`config.mk`:
```
export PLATFORM = sky130hd
export DESIGN_NAME = prefix_code_word_packer
export DESIGN_NICKNAME = d
export VERILOG_FILES = /design/src/rtl/pcwp_pkg.sv /design/src/rtl/pcwp_encoder.sv /design/src/rtl/pcwp_decoder.sv /design/src/rtl/prefix_code_word_packer.sv
export SDC_FILE = /design/constraint.sdc
export NUM_CORES = 1
export LEC_CHECK = 0
export ABC_AREA = 1
export CORE_ASPECT_RATIO = 0.75
export CORE_MARGIN = 2
export CORE_UTILIZATION = 40
export DETAILED_ROUTE_END_ITERATION = 8
export DONT_BUFFER_PORTS = 1
export GPL_TIMING_DRIVEN = 0
export PLACE_DENSITY = 0.64
export SYNTH_ARGS = -nofsm -noshare
export SYNTH_HDL_FRONTEND = slang
export SYNTH_SLANG_ARGS = --single-unit
```
`constraint.sdc`:
```
create_clock -name clock -period 9.6 [get_ports clock]
set_clock_uncertainty 0.2 [all_clocks]
set_input_delay 2.88 -clock clock [delete_from_list [all_inputs] [get_ports clock]]
set_output_delay 2.88 -clock clock [all_outputs]
set_load 0.01 [all_outputs]
```
`src/rtl/pcwp_pkg.sv`:
```
// Shared types, constants and code table functions for the prefix code word packer.
package pcwp_pkg;

   localparam int NSYM = 48;
   localparam int PAYLOAD_BITS = 28;
   localparam logic [NSYM*8-1:0] SYM_STR =
      " rtoeanismcylgfwdvpbhxuq0123456789j-k.z/;:!+@*,?";

   localparam logic [1:0] ERR_NONE     = 2'd0;
   localparam logic [1:0] ERR_OVERFLOW = 2'd1;
   localparam logic [1:0] ERR_BAD_CHAR = 2'd2;

   localparam logic KIND_CELL = 1'b0;
   localparam logic KIND_CHAR = 1'b1;

   localparam logic OP_ENCODE = 1'b0;
   localparam logic OP_DECODE = 1'b1;

   typedef struct packed {
      logic       hit;
      logic [5:0] idx;
   } sym_lookup_type;

   typedef struct packed {
      logic load;
      logic step;
      logic clear;
   } enc_ctrl_type;

   typedef struct packed {
      logic load;
      logic step;
   } dec_ctrl_type;

   typedef struct packed {
      logic [7:0] ch;
      logic       valid;
      logic       last;
   } dec_result_type;

   function automatic sym_lookup_type sym_lookup(input logic [7:0] ch);
      sym_lookup_type r;
      r.hit = 1'b0;
      r.idx = '0;
      for (int k = 0; k < NSYM; k++) begin
         if (SYM_STR[(NSYM-1-k)*8 +: 8] == ch) begin
            r.hit = 1'b1;
            r.idx = 6'(k);
         end
      end
      return r;
   endfunction

   function automatic logic [7:0] sym_char(input logic [5:0] idx);
      logic [7:0] c;
      c = 8'h00;
      for (int k = 0; k < NSYM; k++) begin
         if (6'(k) == idx) begin
            c = SYM_STR[(NSYM-1-k)*8 +: 8];
         end
      end
      return c;
   endfunction

endpackage

```
`src/rtl/pcwp_encoder.sv`:
```
// Encode accumulator: appends one code per request, then aligns the cell by four or one bit.
module pcwp_encoder import pcwp_pkg::*; (
   input  logic         clock,
   input  logic         reset,
   input  enc_ctrl_type ctrl,
   input  logic [7:0]   in_char,
   output logic         aligned,
   output logic [31:0]  cell_word,
   output logic [1:0]   error
);

   logic [PAYLOAD_BITS-1:0] acc_ff, acc_in;
   logic [4:0]              rem_ff, rem_in;
   logic                    ovf_ff, ovf_in;
   logic                    bad_ff, bad_in;

   sym_lookup_type          look;
   logic [2:0]              len;
   logic [6:0]              code;
   logic [PAYLOAD_BITS-1:0] acc_app;

   always_comb begin
      look = sym_lookup(in_char);
      if (look.idx < 6'd8) begin
         len     = 3'd4;
         code    = {1'b0, look.idx};
         acc_app = {acc_ff[PAYLOAD_BITS-5:0], code[3:0]};
      end else if (look.idx < 6'd16) begin
         len     = 3'd5;
         code    = {1'b0, look.idx} + 7'd8;
         acc_app = {acc_ff[PAYLOAD_BITS-6:0], code[4:0]};
      end else begin
         len     = 3'd7;
         code    = {1'b0, look.idx} + 7'd80;
         acc_app = {acc_ff[PAYLOAD_BITS-8:0], code};
      end
   end

   always_comb begin
      acc_in = acc_ff;
      rem_in = rem_ff;
      ovf_in = ovf_ff;
      bad_in = bad_ff;
      if (ctrl.clear) begin
         acc_in = '0;
         rem_in = 5'(PAYLOAD_BITS);
         ovf_in = 1'b0;
         bad_in = 1'b0;
      end else if (ctrl.load) begin
         if (!look.hit) begin
            bad_in = 1'b1;
         end else if (!ovf_ff) begin
            if ({2'b00, len} > rem_ff) begin
               ovf_in = 1'b1;
            end else begin
               acc_in = acc_app;
               rem_in = rem_ff - {2'b00, len};
            end
         end
      end else if (ctrl.step) begin
         if (rem_ff >= 5'd4) begin
            acc_in = {acc_ff[PAYLOAD_BITS-5:0], 4'b0000};
            rem_in = rem_ff - 5'd4;
         end else if (rem_ff != 5'd0) begin
            acc_in = {acc_ff[PAYLOAD_BITS-2:0], 1'b0};
            rem_in = rem_ff - 5'd1;
         end
      end
   end

   always_ff @(posedge clock) begin
      if (reset) begin
         acc_ff <= '0;
         rem_ff <= 5'(PAYLOAD_BITS);
         ovf_ff <= 1'b0;
         bad_ff <= 1'b0;
      end else begin
         acc_ff <= acc_in;
         rem_ff <= rem_in;
         ovf_ff <= ovf_in;
         bad_ff <= bad_in;
      end
   end

   assign aligned   = (rem_ff == 5'd0);
   assign cell_word = {acc_ff, 4'b0000};
   assign error     = bad_ff ? ERR_BAD_CHAR : (ovf_ff ? ERR_OVERFLOW : ERR_NONE);

endmodule

```
`src/rtl/pcwp_decoder.sv`:
```
// Decode shift register: takes one code from the top of the cell per step.
module pcwp_decoder import pcwp_pkg::*; (
   input  logic           clock,
   input  logic           reset,
   input  dec_ctrl_type   ctrl,
   input  logic [31:0]    in_word,
   output dec_result_type result
);

   logic [PAYLOAD_BITS-1:0] shift_ff, shift_in;
   logic [PAYLOAD_BITS-1:0] shift_next;
   logic [3:0]              nib;
   logic [3:0]              grp;
   logic [5:0]              idx;

   always_comb begin
      nib = shift_ff[PAYLOAD_BITS-1 -: 4];
      grp = nib - 4'd10;
      if (!nib[3]) begin
         idx        = {2'b00, nib};
         shift_next = {shift_ff[PAYLOAD_BITS-5:0], 4'b0000};
      end else if (!nib[2]) begin
         idx        = {3'b001, nib[1:0], shift_ff[PAYLOAD_BITS-5]};
         shift_next = {shift_ff[PAYLOAD_BITS-6:0], 5'b00000};
      end else begin
         idx        = {grp[2:0], shift_ff[PAYLOAD_BITS-5 -: 3]};
         shift_next = {shift_ff[PAYLOAD_BITS-8:0], 7'b0000000};
      end
      result.valid = (shift_ff != '0);
      result.ch    = result.valid ? sym_char(idx) : 8'h00;
      result.last  = (shift_next == '0);
   end

   always_comb begin
      shift_in = shift_ff;
      if (ctrl.load) begin
         shift_in = in_word[31:4];
      end else if (ctrl.step) begin
         shift_in = shift_next;
      end
   end

   always_ff @(posedge clock) begin
      if (reset) begin
         shift_ff <= '0;
      end else begin
         shift_ff <= shift_in;
      end
   end

endmodule

```
`src/rtl/prefix_code_word_packer.sv`:
```
// Top level of the prefix code word packer: control sequencer and result register.
//
// Request channel (req_*): one request is an encode of one character
// (opcode 0) or a decode of one packed 32-bit cell (opcode 1). A request is
// taken when req_valid is high and req_stall is low.
// Encode: a request without in_last is absorbed and gives no result; encode
// requests can follow each other every cycle. A request with
// in_last appends its character, then the cell is left-aligned four bits or
// one bit per cycle until no payload bits are left unused, and the cell result
// is registered once the output register is free.
// Decode: the cell goes into a shift register that yields one character per
// cycle when not stalled; 1 to 7 results, the last marked with rsp_out_last.
// Response channel (rsp_*): one output register. While rsp_stall is high the
// result holds and no new result is placed; req_stall is high until the
// current request has placed its final result in the output register.
// Reset clears the packing state (empty word, no errors) and rsp_valid;
// the other output register fields are not reset.
module prefix_code_word_packer import pcwp_pkg::*; (
   input  logic        clock,
   input  logic        reset,
   input  logic        req_valid,
   output logic        req_stall,
   input  logic        req_opcode,
   input  logic [7:0]  req_in_char,
   input  logic        req_in_last,
   input  logic [31:0] req_in_word,
   output logic        rsp_valid,
   input  logic        rsp_stall,
   output logic        rsp_out_kind,
   output logic [31:0] rsp_out_cell,
   output logic [7:0]  rsp_out_char,
   output logic        rsp_out_char_valid,
   output logic        rsp_out_last,
   output logic [1:0]  rsp_out_error
);

   typedef enum logic [2:0] {
      ST_IDLE   = 3'b001,
      ST_ALIGN  = 3'b010,
      ST_DECODE = 3'b100
   } state_type;

   state_type      state_ff, state_in;
   enc_ctrl_type   enc_ctrl;
   dec_ctrl_type   dec_ctrl;
   dec_result_type dec_res;
   logic           enc_aligned;
   logic [31:0]    enc_cell;
   logic [1:0]     enc_error;
   logic           req_accept;
   logic           out_free;
   logic           enc_emit;

   logic        rsp_valid_ff, rsp_valid_in;
   logic        kind_ff, kind_in;
   logic [31:0] cell_ff, cell_in;
   logic [7:0]  char_ff, char_in;
   logic        cvalid_ff, cvalid_in;
   logic        last_ff, last_in;
   logic [1:0]  error_ff, error_in;

   assign req_stall  = (state_ff != ST_IDLE);
   assign req_accept = req_valid && !req_stall;
   assign out_free   = !rsp_valid_ff || !rsp_stall;
   assign enc_emit   = (state_ff == ST_ALIGN) && enc_aligned && out_free;

   always_comb begin
      enc_ctrl.load  = req_accept && (req_opcode == OP_ENCODE);
      enc_ctrl.step  = (state_ff == ST_ALIGN) && !enc_aligned;
      enc_ctrl.clear = enc_emit;
      dec_ctrl.load  = req_accept && (req_opcode == OP_DECODE);
      dec_ctrl.step  = (state_ff == ST_DECODE) && out_free;
   end

   pcwp_encoder u_encoder (
      .clock     (clock),
      .reset     (reset),
      .ctrl      (enc_ctrl),
      .in_char   (req_in_char),
      .aligned   (enc_aligned),
      .cell_word (enc_cell),
      .error     (enc_error)
   );

   pcwp_decoder u_decoder (
      .clock   (clock),
      .reset   (reset),
      .ctrl    (dec_ctrl),
      .in_word (req_in_word),
      .result  (dec_res)
   );

   always_comb begin
      state_in = state_ff;
      case (state_ff)
         ST_IDLE: begin
            if (req_accept) begin
               if (req_opcode == OP_DECODE) begin
                  state_in = ST_DECODE;
               end else if (req_in_last) begin
                  state_in = ST_ALIGN;
               end
            end
         end
         ST_ALIGN: begin
            if (enc_emit) begin
               state_in = ST_IDLE;
            end
         end
         ST_DECODE: begin
            if (dec_ctrl.step && dec_res.last) begin
               state_in = ST_IDLE;
            end
         end
         default: begin
            state_in = ST_IDLE;
         end
      endcase
   end

   always_comb begin
      rsp_valid_in = rsp_valid_ff && rsp_stall;
      kind_in      = kind_ff;
      cell_in      = cell_ff;
      char_in      = char_ff;
      cvalid_in    = cvalid_ff;
      last_in      = last_ff;
      error_in     = error_ff;
      if (enc_emit) begin
         rsp_valid_in = 1'b1;
         kind_in      = KIND_CELL;
         cell_in      = enc_cell;
         char_in      = 8'h00;
         cvalid_in    = 1'b0;
         last_in      = 1'b1;
         error_in     = enc_error;
      end else if (dec_ctrl.step) begin
         rsp_valid_in = 1'b1;
         kind_in      = KIND_CHAR;
         cell_in      = '0;
         char_in      = dec_res.ch;
         cvalid_in    = dec_res.valid;
         last_in      = dec_res.last;
         error_in     = ERR_NONE;
      end
   end

   always_ff @(posedge clock) begin
      if (reset) begin
         state_ff     <= ST_IDLE;
         rsp_valid_ff <= 1'b0;
      end else begin
         state_ff     <= state_in;
         rsp_valid_ff <= rsp_valid_in;
      end
   end

   always_ff @(posedge clock) begin
      kind_ff   <= kind_in;
      cell_ff   <= cell_in;
      char_ff   <= char_in;
      cvalid_ff <= cvalid_in;
      last_ff   <= last_in;
      error_ff  <= error_in;
   end

   assign rsp_valid          = rsp_valid_ff;
   assign rsp_out_kind       = kind_ff;
   assign rsp_out_cell       = cell_ff;
   assign rsp_out_char       = char_ff;
   assign rsp_out_char_valid = cvalid_ff;
   assign rsp_out_last       = last_ff;
   assign rsp_out_error      = error_ff;

`ifndef SYNTHESIS
   a_last_enc_aligns: assert property (@(posedge clock) disable iff (reset)
      (req_accept && (req_opcode == OP_ENCODE) && req_in_last) |=> (state_ff == ST_ALIGN))
      else $error("encode last request did not start cell alignment");

   a_cell_is_last: assert property (@(posedge clock) disable iff (reset)
      (rsp_valid && (rsp_out_kind == KIND_CELL)) |-> (rsp_out_last && !rsp_out_char_valid))
      else $error("cell result not marked last or carries a character");

   a_cell_tag_zero: assert property (@(posedge clock) disable iff (reset)
      (rsp_valid && (rsp_out_kind == KIND_CELL)) |-> (rsp_out_cell[3:0] == 4'h0))
      else $error("cell result has nonzero tag bits");

   a_char_clean: assert property (@(posedge clock) disable iff (reset)
      (rsp_valid && (rsp_out_kind == KIND_CHAR)) |->
         ((rsp_out_cell == 32'h0) && (rsp_out_error == ERR_NONE)))
      else $error("character result carries cell bits or an error");

   a_busy_after_decode: assert property (@(posedge clock) disable iff (reset)
      (req_accept && (req_opcode == OP_DECODE)) |=> req_stall)
      else $error("decode request did not hold off the request channel");
`endif

endmodule
```
==> metrics, run 1 <==
WP data arrival 6.00 ns; NetSw slightly above 600 µW; worst reg2reg endpoint state_ff[1]$_SDFFE_PP0P_; FF-to-FF path depth 9; Worst setup EP type flop; final-report hold violation count 0; WP data required ~9.7 ns; Worst path max stage delay 0.34 ns; fmax 168 MHz; sequential share of power around two fifths; area of the multi-input gates 0.00363 mm²; number of remaining DRC errors 0; asr flop ratio synth 0%; Synth Register Bits 107; nets 1,061; Die W 155 µm; largest net degree at the start of global routing 32; reg2reg setup slack 6.65 ns; row cnt 41; die footprint roughly 0.018 mm²; status completed; Cells after Synth 988; critical path type input port to flop; synthesized area 0.00686 mm²; synth warn 0; post-cts hold buffer count 0; Hold WS 0.264 ns; combinational fraction of design power between 30% and 40%; Finished Cell Area around 0.0075 mm²; post-route minimum period 5.95 ns; Layout fillers 1,763; unrepaired setup endpoints after global routing no; CP Launch Type input port; number of buffers created by CTS 9; Ports 93; worst vdd ir 0.0000868 V; post-cts sizing count 0; largest area contributor in the netlist dfxtp_1; GRT Residual Overflow 0; final wirelength 20,100 µm; Post-synth EDFFs 30; gpl congestion 0.991; Crit path buffers/inverters 5; Slew headroom 50.3%; DR vias/cell 5.62; Sw Share 40.3%; Sum Neg Setup Slack 0 ns; number of stages on the worst setup path 19; Pleak ~3.0 nW; Final HPWL DP 15,600 µm; PD cells 202 mW/mm²; Clk pwr share 25.3%; antenna violations before repair 2; Total Routing Usage GR 22.3%; Setup Viol. Count Final 0; Worst Tran Pin Value around 0.74 ns; Crit Path Max Fanout 10; WHS Path Cells 2; Iteration-0 DRC Markers 708; library cells used by synthesis 55; Vias 6,887; top_reg_cell synth dfxtp_1; DRT antenna net count 0; clk sink count 107; FF+latch area 0.00244 mm²; Post-DP Area 0.00714 mm²; Clock Tree Root clkbuf_16; Clk pin slew, worst setup/hold paths 0.08 ns; max_cap viols 0; worst-skew pair later-pin latency 0.37 ns; Int Pwr about 900 µW; first-pass GRT wire length 32,800 µm; reg2reg start u_decoder.shift_ff[26]$_SDFFE_PP0P_; sequential element share of the synthesized area 35.6%; final slew viol count 0; Setup Buffers After CTS 0; per-cell routed wire length approximately 16 µm; Min-Delay Endpoint u_encoder.acc_ff[27]$_SDFFE_PP0P_; number of global-route vias before repair about 6.4k; port buffer count 0; HP Class flop to flop; Vert. Die Dim 117 µm; CTS H-tree lvls 3; share of layout cells above drive strength 1 8.04%; Layout area overhead 8.67%; first drt pass iteration count 7; critical hold path startpoint u_encoder.acc_ff[27]$_SDFFE_PP0P_; Initial Util 40.7%; synth top area cells dfxtp_1, edfxtp_1, nand2_1; CTS tree yes; crit path cell chain inv_1 > nand2_1 > nor2_1 > o21ai_0 > o211ai_1 > nor2_1 > nand2_1 > inv_1 > ha_1 > ha_1 > inv_1 > ha_1 > o21ai_0 > nor4_1 > nor2_1 > nand2_2 > buf_2 > buf_4 > a21oi_1; Synth top area share 22.5%; Period Utilization, post-route 61.9%; Max Buffers Root-to-Sink 2; area of the core between 0.015 and 0.02 mm²; Syn Area/Cell 6.94 µm²; slowest CP cell nor4_1; Crit path max-delay family simple AND/OR/NAND/NOR gates
[worst max-delay path by stage]
stage	startpoint	slack [ns]	to
after detailed placement	req_in_char[2]	3.30	u_encoder.rem_ff[4]$_SDFFE_PP1P_
after CTS	req_in_char[2]	3.68	u_encoder.rem_ff[4]$_SDFFE_PP1P_
after global placement	req_in_char[2]	3.27	u_encoder.acc_ff[21]$_SDFFE_PP0P_
final	req_in_char[2]	3.65	u_encoder.acc_ff[21]$_SDFFE_PP0P_
after global routing	req_in_char[2]	3.17	u_encoder.rem_ff[4]$_SDFFE_PP1P_
after floorplan	req_in_char[2]	3.84	u_encoder.rem_ff[4]$_SDFFE_PP1P_
[Yosys cell counts, types with 2 or more instances]
cell / n
a211oi_1: 2
a21oi_1: 53
a221oi_1: 9
a22o_1: 6
a22oi_1: 3
a31oi_1: 19
and3_1: 2
buf_1: 6
buf_2: 7
buf_4: 8
buf_6: 3
clkbuf_1: 24
clkinv_1: 2
dfxtp_1: 77
edfxtp_1: 30
ha_1: 11
inv_1: 133
inv_2: 15
nand2_1: 211
nand2_2: 8
nand2_4: 3
nand3_1: 21
nand3b_1: 2
nand4_1: 29
nor2_1: 123
nor2_2: 3
nor3_1: 13
nor3_2: 3
nor3_4: 2
nor4_1: 11
nor4_2: 2
o211ai_1: 6
o21ai_0: 61
o21ai_1: 9
o21ai_2: 2
o221ai_1: 42
o22ai_1: 7
or2_2: 2
xor2_1: 2
[worst register-to-register path: stages, from the launching register on]
cell and delay (ns):
dfxtp_1 0.30, buf_4 0.16, nand2_4 0.14, clkbuf_1 0.52
o221ai_1 0.27, nor4_1 0.53, nand4_1 0.28, a21oi_1 0.29
nand2_1 0.08, a21oi_1 0.12
[power by group through the flow]
stage | Sequential [mW] | Clock (mW) | Combinational [mW]
3_3_place_gp | 0.633 | 0 | 0.485
4_1_cts | 0.623 | 0.389 | 0.485
5_1_grt | 0.634 | 0.407 | 0.558
6_report | 0.625 | 0.379 | 0.497
3_5_place_dp | 0.632 | 0 | 0.483
2_1_floorplan | 0.610 | 0 | 0.371
[logic make-up (layout without fill, tap and decap cells)]
logic type,count (synthesis),count (layout),synth area share [%]
compound gates,228,228,21.5
xor+xnor,2,2,0.256
fa+ha+maj,12,12,2.30
buf+inv,198,214,11.7
flops,107,107,35.6
other cells,1,7,0.0547
simple gates,440,440,28.6
[per-stage QoR]
step / setup WS (ns) / total power [mW] / util (%) / instances
2_1_floorplan: 3.84 / 0.981 / - / 992
3_3_place_gp: 3.27 / 1.12 / 42.4 / 1207
3_5_place_dp: 3.30 / 1.12 / 42.4 / 1207
4_1_cts: 3.68 / 1.50 / 44.2 / 1223
5_1_grt: 3.17 / 1.60 / 44.3 / 1223
6_report: 3.65 / 1.50 / 44.3 / 1225
[layer usage]
| metal | part of all wire, % | track usage (%) | routed length (µm) |
|---|---|---|---|
| met1 | 49 | 33.6 | 9790 |
| met2 | 38 | 29.4 | 7670 |
| met3 | 12 | 8.17 | 2330 |
| met4 | 1.4 | 5.96 | 284 |
| met5 | 0 | 0 | 0 |
[flip-flops by register name, indices dropped and copies added, names as in the netlist, 2 cells and up]
name and flops:
u_encoder.acc_ff 28, rsp_out_char 7, state_ff 3, u_encoder.rem_ff 5
rsp_out_cell 28, u_decoder.shift_ff 28, rsp_out_error 2
[placed cells by master (no fill, tap or decap), types with 7 or more instances in the layout]
| cell | Yosys | routed |
|---|---|---|
| buf_2 | 7 | 7 |
| nand2_1 | 211 | 210 |
| nand4_1 | 29 | 29 |
| a21oi_1 | 53 | 53 |
| edfxtp_1 | 30 | 30 |
| clkbuf_1 | 24 | 24 |
| a221oi_1 | 9 | 9 |
| o221ai_1 | 42 | 42 |
| a31oi_1 | 19 | 19 |
| buf_4 | 8 | 8 |
| inv_1 | 133 | 133 |
| dfxtp_1 | 77 | 77 |
| o22ai_1 | 7 | 7 |
| nor3_1 | 13 | 13 |
| clkbuf_16 | 0 | 9 |
| ha_1 | 11 | 11 |
| nor4_1 | 11 | 11 |
| nand2_2 | 8 | 9 |
| inv_2 | 15 | 15 |
| o21ai_0 | 61 | 61 |
| nand3_1 | 21 | 21 |
| o21ai_1 | 9 | 9 |
| nor2_1 | 123 | 123 |
[final cells by class]
type / instances / share of cell area (%)
multi-input cells: 687 / 48.7
clock inverters: 7 / 1.04
well taps: 215 / 3.61
inverters: 150 / 7.56
clock buffers: 9 / 3.02
diodes: 2 / 0.0672
plain buffers: 48 / 3.24
flip-flops and latches: 107 / 32.8
Power figures use the tool's default switching activity.
==> run 2, diff against run 1 <==
- ABC_AREA: 1 -> 0
- PLACE_DENSITY: 0.64 -> 0.66
- clock period: 9.6 -> 5.45 ns (I/O delays scaled with it)
==> run 2 against run 1 <==
Against the previous run: synthesized area up 8.6%; core utilization decreased by 0.082 points; hold slack gained 0.018 ns; clock power is 79% higher; first-iteration DRC count grew 29%; non-clock buffer count is 37 higher; via count rose by 3.3%; setup slack got worse by 3.4 ns; cell count fell by 5.3%; largest power group unchanged; sequential power increased by 51%.
==> metrics, run 2 <==
status completed; final-report hold violation count 0 (unchanged); Final HPWL DP 15,800 µm (+1.5%); top cells by count, synth a21oi_1, nor2_1, dfxtp_1, nand2_1, clkbuf_1; Clock Tree Root clkbuf_16; FF-to-FF path depth 9 (unchanged); DR vias/cell 6.13 (+9.1%); WP data arrival 5.27 ns (-0.73 ns); Clk pin slew, worst setup/hold paths 0.08 ns (about the same); Vert. Die Dim 122 µm (+4.1%); per-cell routed wire length 18.8 µm (+15%); unrepaired setup endpoints after global routing no; Initial Util 40.6% (-0.16 points); CTS H-tree lvls 3 (unchanged); simple logic cell fraction of the synthesized area 24.3% (-4.3 points); Worst path max stage delay 0.36 ns (+0.02 ns); sequential element share of the synthesized area 32.8% (-2.8 points); final slew viol count 0 (unchanged); Pleak 2.77 nW (-7.4%); main combinational cell family by area after synthesis compound AO/OA/AOI/OAI gates; first-pass GRT wire length 34,900 µm (+6.3%); Final Util 44.2% (-0.082 points); post-route setup slack 0.272 ns (-3.38 ns); Synth Area in Adders 2.12% (-0.18 points); nets 966 (-9.0%); final wirelength 21,800 µm (+8.6%); CTS tree yes; Post-synth EDFFs 30 (unchanged); gpl congestion 0.928 (-6.3%); worst-skew pair later-pin latency 0.37 ns (about the same); Slew headroom 19.7% (-31 points); Synth Register Bits 107 (unchanged); Synth Area in XOR/XNOR 0.941% (+0.69 points); commonest non-fill, non-tap cells in the layout a21oi_1, nor2_1, dfxtp_1; number of stages on the worst setup path 20 (+1); DRT antenna net count 0 (unchanged); compound-gate portion of the synthesized area 26.5% (+5.1 points); Crit path buffers/inverters 7 (+2); synthesized area 0.00745 mm² (+8.6%); Period Utilization, post-route between 90% and 100%; CP Launch Type input port; worst vdd ir 0.000140 V (+61%); clk sink count 107 (unchanged); Worst setup EP type flop; Vias 7,116 (+3.3%); count leader, synth a21oi_1; Total Routing Usage GR 22.0% (-0.32 points); GRT Residual Overflow 0 (unchanged); leading cell type in the layout, fill and taps excluded a21oi_1; asr flop ratio synth 0% (unchanged); number of remaining DRC errors 0 (unchanged); Cells after Synth 892 (-9.7%); share of layout cells above drive strength 1 10.6% (+2.6 points); synth warn 0 (unchanged); Die W 162 µm (+4.1%); fmax 193 MHz; Crit path max-delay family simple AND/OR/NAND/NOR gates; largest net degree at the start of global routing 31 (-3.1%); total power 2.04 mW (+36%); library cells used by synthesis 87 (+58%); Layout area overhead 8.89%; WHS Path Cells 1 (-1); slowest CP cell nor3_1; Max Buffers Root-to-Sink 2 (unchanged); Worst Tran Pin Value 1.20 ns (+0.459 ns); Iteration-0 DRC Markers 913 (+29%); port buffer count 0 (unchanged); WP data required 5.54 ns (-4.12 ns); row cnt 43 (+4.9%); Synth top area share 20.7% (-1.8 points); antenna violations before repair 0 (-2); post-cts hold buffer count 0 (unchanged); post-synthesis mux area share 6.89% (+6.9 points); HP Class flop to flop; largest area contributor in the netlist dfxtp_1; Crit Path Max Fanout 10 (unchanged); number of global-route vias before repair 6,472 (+1.5%); Setup Viol. Count Final 0 (unchanged); post-route minimum period 5.18 ns; max_cap viols 0 (unchanged); pre-CTS setup slack -0.410 ns (-3.71 ns); top_reg_cell synth dfxtp_1; PD cells 251 mW/mm² (+25%); synth top area cells dfxtp_1, edfxtp_1, mux2i_1; Syn Area/Cell 8.35 µm² (+20%); Ports 93 (unchanged); critical path type input port to flop; number of antenna repair diodes 0 (-2); first drt pass iteration count 6 (-1); crit path cell chain buf_2 > buf_6 > clkbuf_2 > nor2b_1 > o211a_1 > nor4_2 > o21ai_0 > inv_1 > ha_1 > inv_1 > ha_1 > nor2b_1 > o21ai_1 > nor4b_4 > nor3_1 > o21a_1 > buf_4 > buf_6 > nor3_2 > a211oi_2; area of the core 0.0183 mm² (+9.0%); number of buffers created by CTS 9 (unchanged); die footprint 0.0197 mm² (+8.3%)
==> run 2: through the flow <==
step,std cells,TNS (ns),instance area (µm²),hold slack (ns)
final,1160,0,8110,0.282
after global routing,1160,0,8110,0.310
after CTS,1159,0,8080,0.284
after detailed placement,1143,-11.66,7770,0.271
after global placement,1143,-10.70,7770,0.257
after floorplan,896,0,7460,0.247
==> run 2: cells by family after synthesis <==
family | Yosys count
simple gates | 335
compound gates | 276
flops | 107
buf+inv | 102
mux | 51
fa+ha+maj | 12
xor+xnor | 8
other cells | 1
==> run 2: cell type report <==
class	count	area, µm²
plain buffers	84	410
multi-input cells	687	4570
inverters	18	67.6
clock buffers	9	225
clock inverters	7	76.3
flip-flops and latches	107	2440
well taps	247	309
repair buffers	1	7.51
fillers	1808	10200
==> run 2: power breakdown <==
| group | leakage, nW | internal [mW] | switching [mW] |
|---|---|---|---|
| clock | 0.150 | 0.329 | 0.350 |
| sequential | 0.846 | 0.873 | 0.0723 |
| combinational | 1.77 | 0.160 | 0.252 |
==> run 2: final timing paths <==
path	start	endpoint	slack (ns)
worst min register to register	u_encoder.bad_ff$_SDFFE_PP0P_	u_encoder.bad_ff$_SDFFE_PP0P_	0.28
worst min-delay path	u_encoder.bad_ff$_SDFFE_PP0P_	u_encoder.bad_ff$_SDFFE_PP0P_	0.28
worst max register to register	u_encoder.rem_ff[3]$_SDFFE_PP1P_	rsp_out_cell[14]$_SDFFCE_PN0P_	1.62
worst max-delay path	req_in_char[1]	u_encoder.acc_ff[20]$_SDFFE_PP0P_	0.27
==> run 2: what timing repair did <==
action                     in CTS  in global routing
resized for setup               1                  6
hold endpoints to repair        0                  0
setup buffers                   0                  1
setup endpoints to repair      14                 32
pin swaps                       0                  0
==> run 2: layer usage <==
| metal | share of wire, % | vias to the layer above | global-route usage (%) |
|---|---|---|---|
| li1 | - | 3338 | - |
| met2 | 44 | 334 | 33.4 |
| met4 | 1.3 | 0 | 5.47 |
| met3 | 9.0 | 30 | 5.35 |
| met5 | 0 | - | 0 |
| met1 | 46 | 3414 | 31.3 |
==> run 3, diff against run 2 <==
- BUFFER_PORTS_ARGS: not set -> -buffer_cell sky130_fd_sc_hd__buf_2
- DONT_BUFFER_PORTS: 1 -> not set
- PLACE_DENSITY: 0.66 -> 0.71
==> run 3 against run 2 <==
Against the previous run: core utilization up 2.3 points; critical path depth down 3; die area unchanged; hold slack worse by 0.035 ns; combinational power up 18%; largest power group unchanged; maximum frequency down 2.7%; non-clock buffer count up 82; sequential share of layout area down 1.5 points; sequential power down 2.8%; setup slack worse by 0.14 ns; cell count up 7.1%; final area up 5.3%.
==> metrics, run 3 (synthesis results as in run 2) <==
GRT Residual Overflow 0 (unchanged); area of the core 0.0183 mm² (unchanged); Iteration-0 DRC Markers 725 (-21%); Pleak 3.07 nW (+11%); Layout fillers 1,802 (-0.33%); Final HPWL DP 16,000 µm (+1.3%); pre-CTS setup slack -0.508 ns (-0.0979 ns); final-report hold violation count 0 (unchanged); antenna violations before repair 0 (unchanged); nets 1,048 (+8.5%); row cnt 43 (unchanged); Worst setup EP type flop; number of global-route vias before repair 6,583 (+1.7%); HP Class flop to flop; post-route setup slack 0.129 ns (-0.143 ns); number of remaining DRC errors 0 (unchanged); leading cell type in the layout, fill and taps excluded buf_2; die footprint 0.0197 mm² (unchanged); number of buffers created by CTS 9 (unchanged); slowest CP cell or4b_2; gpl congestion 0.941 (+1.4%); Die W 162 µm (unchanged); FF+latch area 0.00244 mm² (unchanged); Finished Cell Area 0.00854 mm² (+5.3%); most frequent CP cell ha_1; max_cap viols 0 (unchanged); status completed; first-pass GRT wire length 34,900 µm (+0.20%); DR vias/cell 5.91 (-3.7%); post-route minimum period 5.32 ns (+0.143 ns); share of layout cells above drive strength 1 18.2% (+7.6 points); final slew viol count 0 (unchanged); Ports 93 (unchanged); DRT antenna net count 0 (unchanged); first drt pass iteration count 5 (-1); port buffer count 82 (+82); CTS H-tree lvls 3 (unchanged); PD cells 246 mW/mm² (-2.0%); Clk pin slew, worst setup/hold paths 0.08 ns (about the same); commonest non-fill, non-tap cells in the layout buf_2, a21oi_1, nor2_1; WP data arrival 5.37 ns (+0.10 ns); per-cell routed wire length 17.7 µm (-5.6%); Crit path buffers/inverters 3 (-4); Post-DP Area 0.00818 mm² (+5.3%); clk sink count 107 (unchanged); post-cts hold buffer count 0 (unchanged); fmax 188 MHz (-2.7%); largest net degree at the start of global routing 31 (unchanged); Layout area overhead 14.6%; area of the multi-input gates 0.00458 mm² (+0.22%); final wirelength 22,000 µm (+1.0%); WP data required 5.50 ns (-0.04 ns); worst vdd ir 0.000141 V (+0.75%); Max Buffers Root-to-Sink 2 (unchanged); Period Utilization, post-route 97.6% (+2.6 points); Hold WS 0.247 ns (-0.0345 ns); number of antenna repair diodes 0 (unchanged); Clock Tree Root clkbuf_16; CTS tree yes; dpl cells 1,225 (+7.2%); Vert. Die Dim 122 µm (unchanged); worst-skew pair later-pin latency 0.36 ns (about the same); unrepaired setup endpoints after global routing no; Slew headroom 22.0% (+2.3 points); Worst path max stage delay 0.66 ns (+0.30 ns); crit path cell chain buf_2 > or4b_2 > a21oi_1 > a21o_1 > or3_1 > inv_1 > ha_1 > ha_1 > inv_1 > ha_1 > nor2b_1 > o21ai_1 > nor4b_4 > nand2b_1 > a211oi_1 > o32a_1 > a211o_1; critical path type input port to flop; Setup Viol. Count Final 0 (unchanged); Crit Path Max Fanout 6 (-4); Initial Util 40.6% (unchanged); Vias 7,336 (+3.1%); Worst Tran Pin Value 1.17 ns (-0.0348 ns); Layout Cells excl Fill 1,242 (+7.1%); Total Routing Usage GR 22.0% (+0.058 points); Crit path max-delay family simple AND/OR/NAND/NOR gates; Sum Neg Setup Slack 0 ns (unchanged); CP Launch Type input port
## run 3: power breakdown
group,internal (mW),switching (mW)
clock,0.366,0.329
sequential,0.872,0.0467
combinational,0.193,0.293
total,1.43,0.669
## run 3: cell type report
type | count | area share, %
Buffer | 84 | 4.82
Clock buffer | 9 | 2.64
Clock inverter | 7 | 0.967
Inverter | 18 | 0.791
Multi-Input combinational cell | 687 | 53.7
Sequential cell | 107 | 28.6
Tap cell | 247 | 3.62
Timing Repair Buffer | 83 | 4.90
## run 3: repair_timing
item / CTS / global route
setup buffers: 0 / 1
resized for setup: 1 / 10
pin swaps: 0 / 0
setup endpoints to repair: 29 / 33
## run 3: path summary, 6_finish.rpt
check	from	end	slack, ns	cells past startpoint
max	req_in_char[5]	u_encoder.rem_ff[2]$_SDFFE_PP1P_	0.13	17
min	rsp_out_char_valid$_SDFFE_PP0P_	rsp_out_char_valid$_SDFFE_PP0P_	0.25	2
max reg2reg	u_encoder.rem_ff[3]$_SDFFE_PP1P_	rsp_out_cell[14]$_SDFFCE_PN0P_	1.63	9
min reg2reg	rsp_out_char_valid$_SDFFE_PP0P_	rsp_out_char_valid$_SDFFE_PP0P_	0.25	2
## run 3: metrics by stage
stage	util [%]	power (mW)
4_1_cts	46.3	2.10
2_1_floorplan	-	1.26
3_3_place_gp	44.6	1.41
5_1_grt	46.5	2.20
6_report	46.5	2.10
3_5_place_dp	44.6	1.41
## run 3: tightest hold or removal path: stages, from the launching register on
cell and delay, ns:
dfxtp_1 0.32, nand2_1 0.05, nand2_1 0.04
## run 3: layer usage
layer	GRT usage, %	routed length [µm]	vias to the layer above
li1	-	-	3507
met3	4.90	1960	20
met4	4.74	295	0
met1	31.9	10300	3424
met5	0	0	-
met2	33.5	9470	385
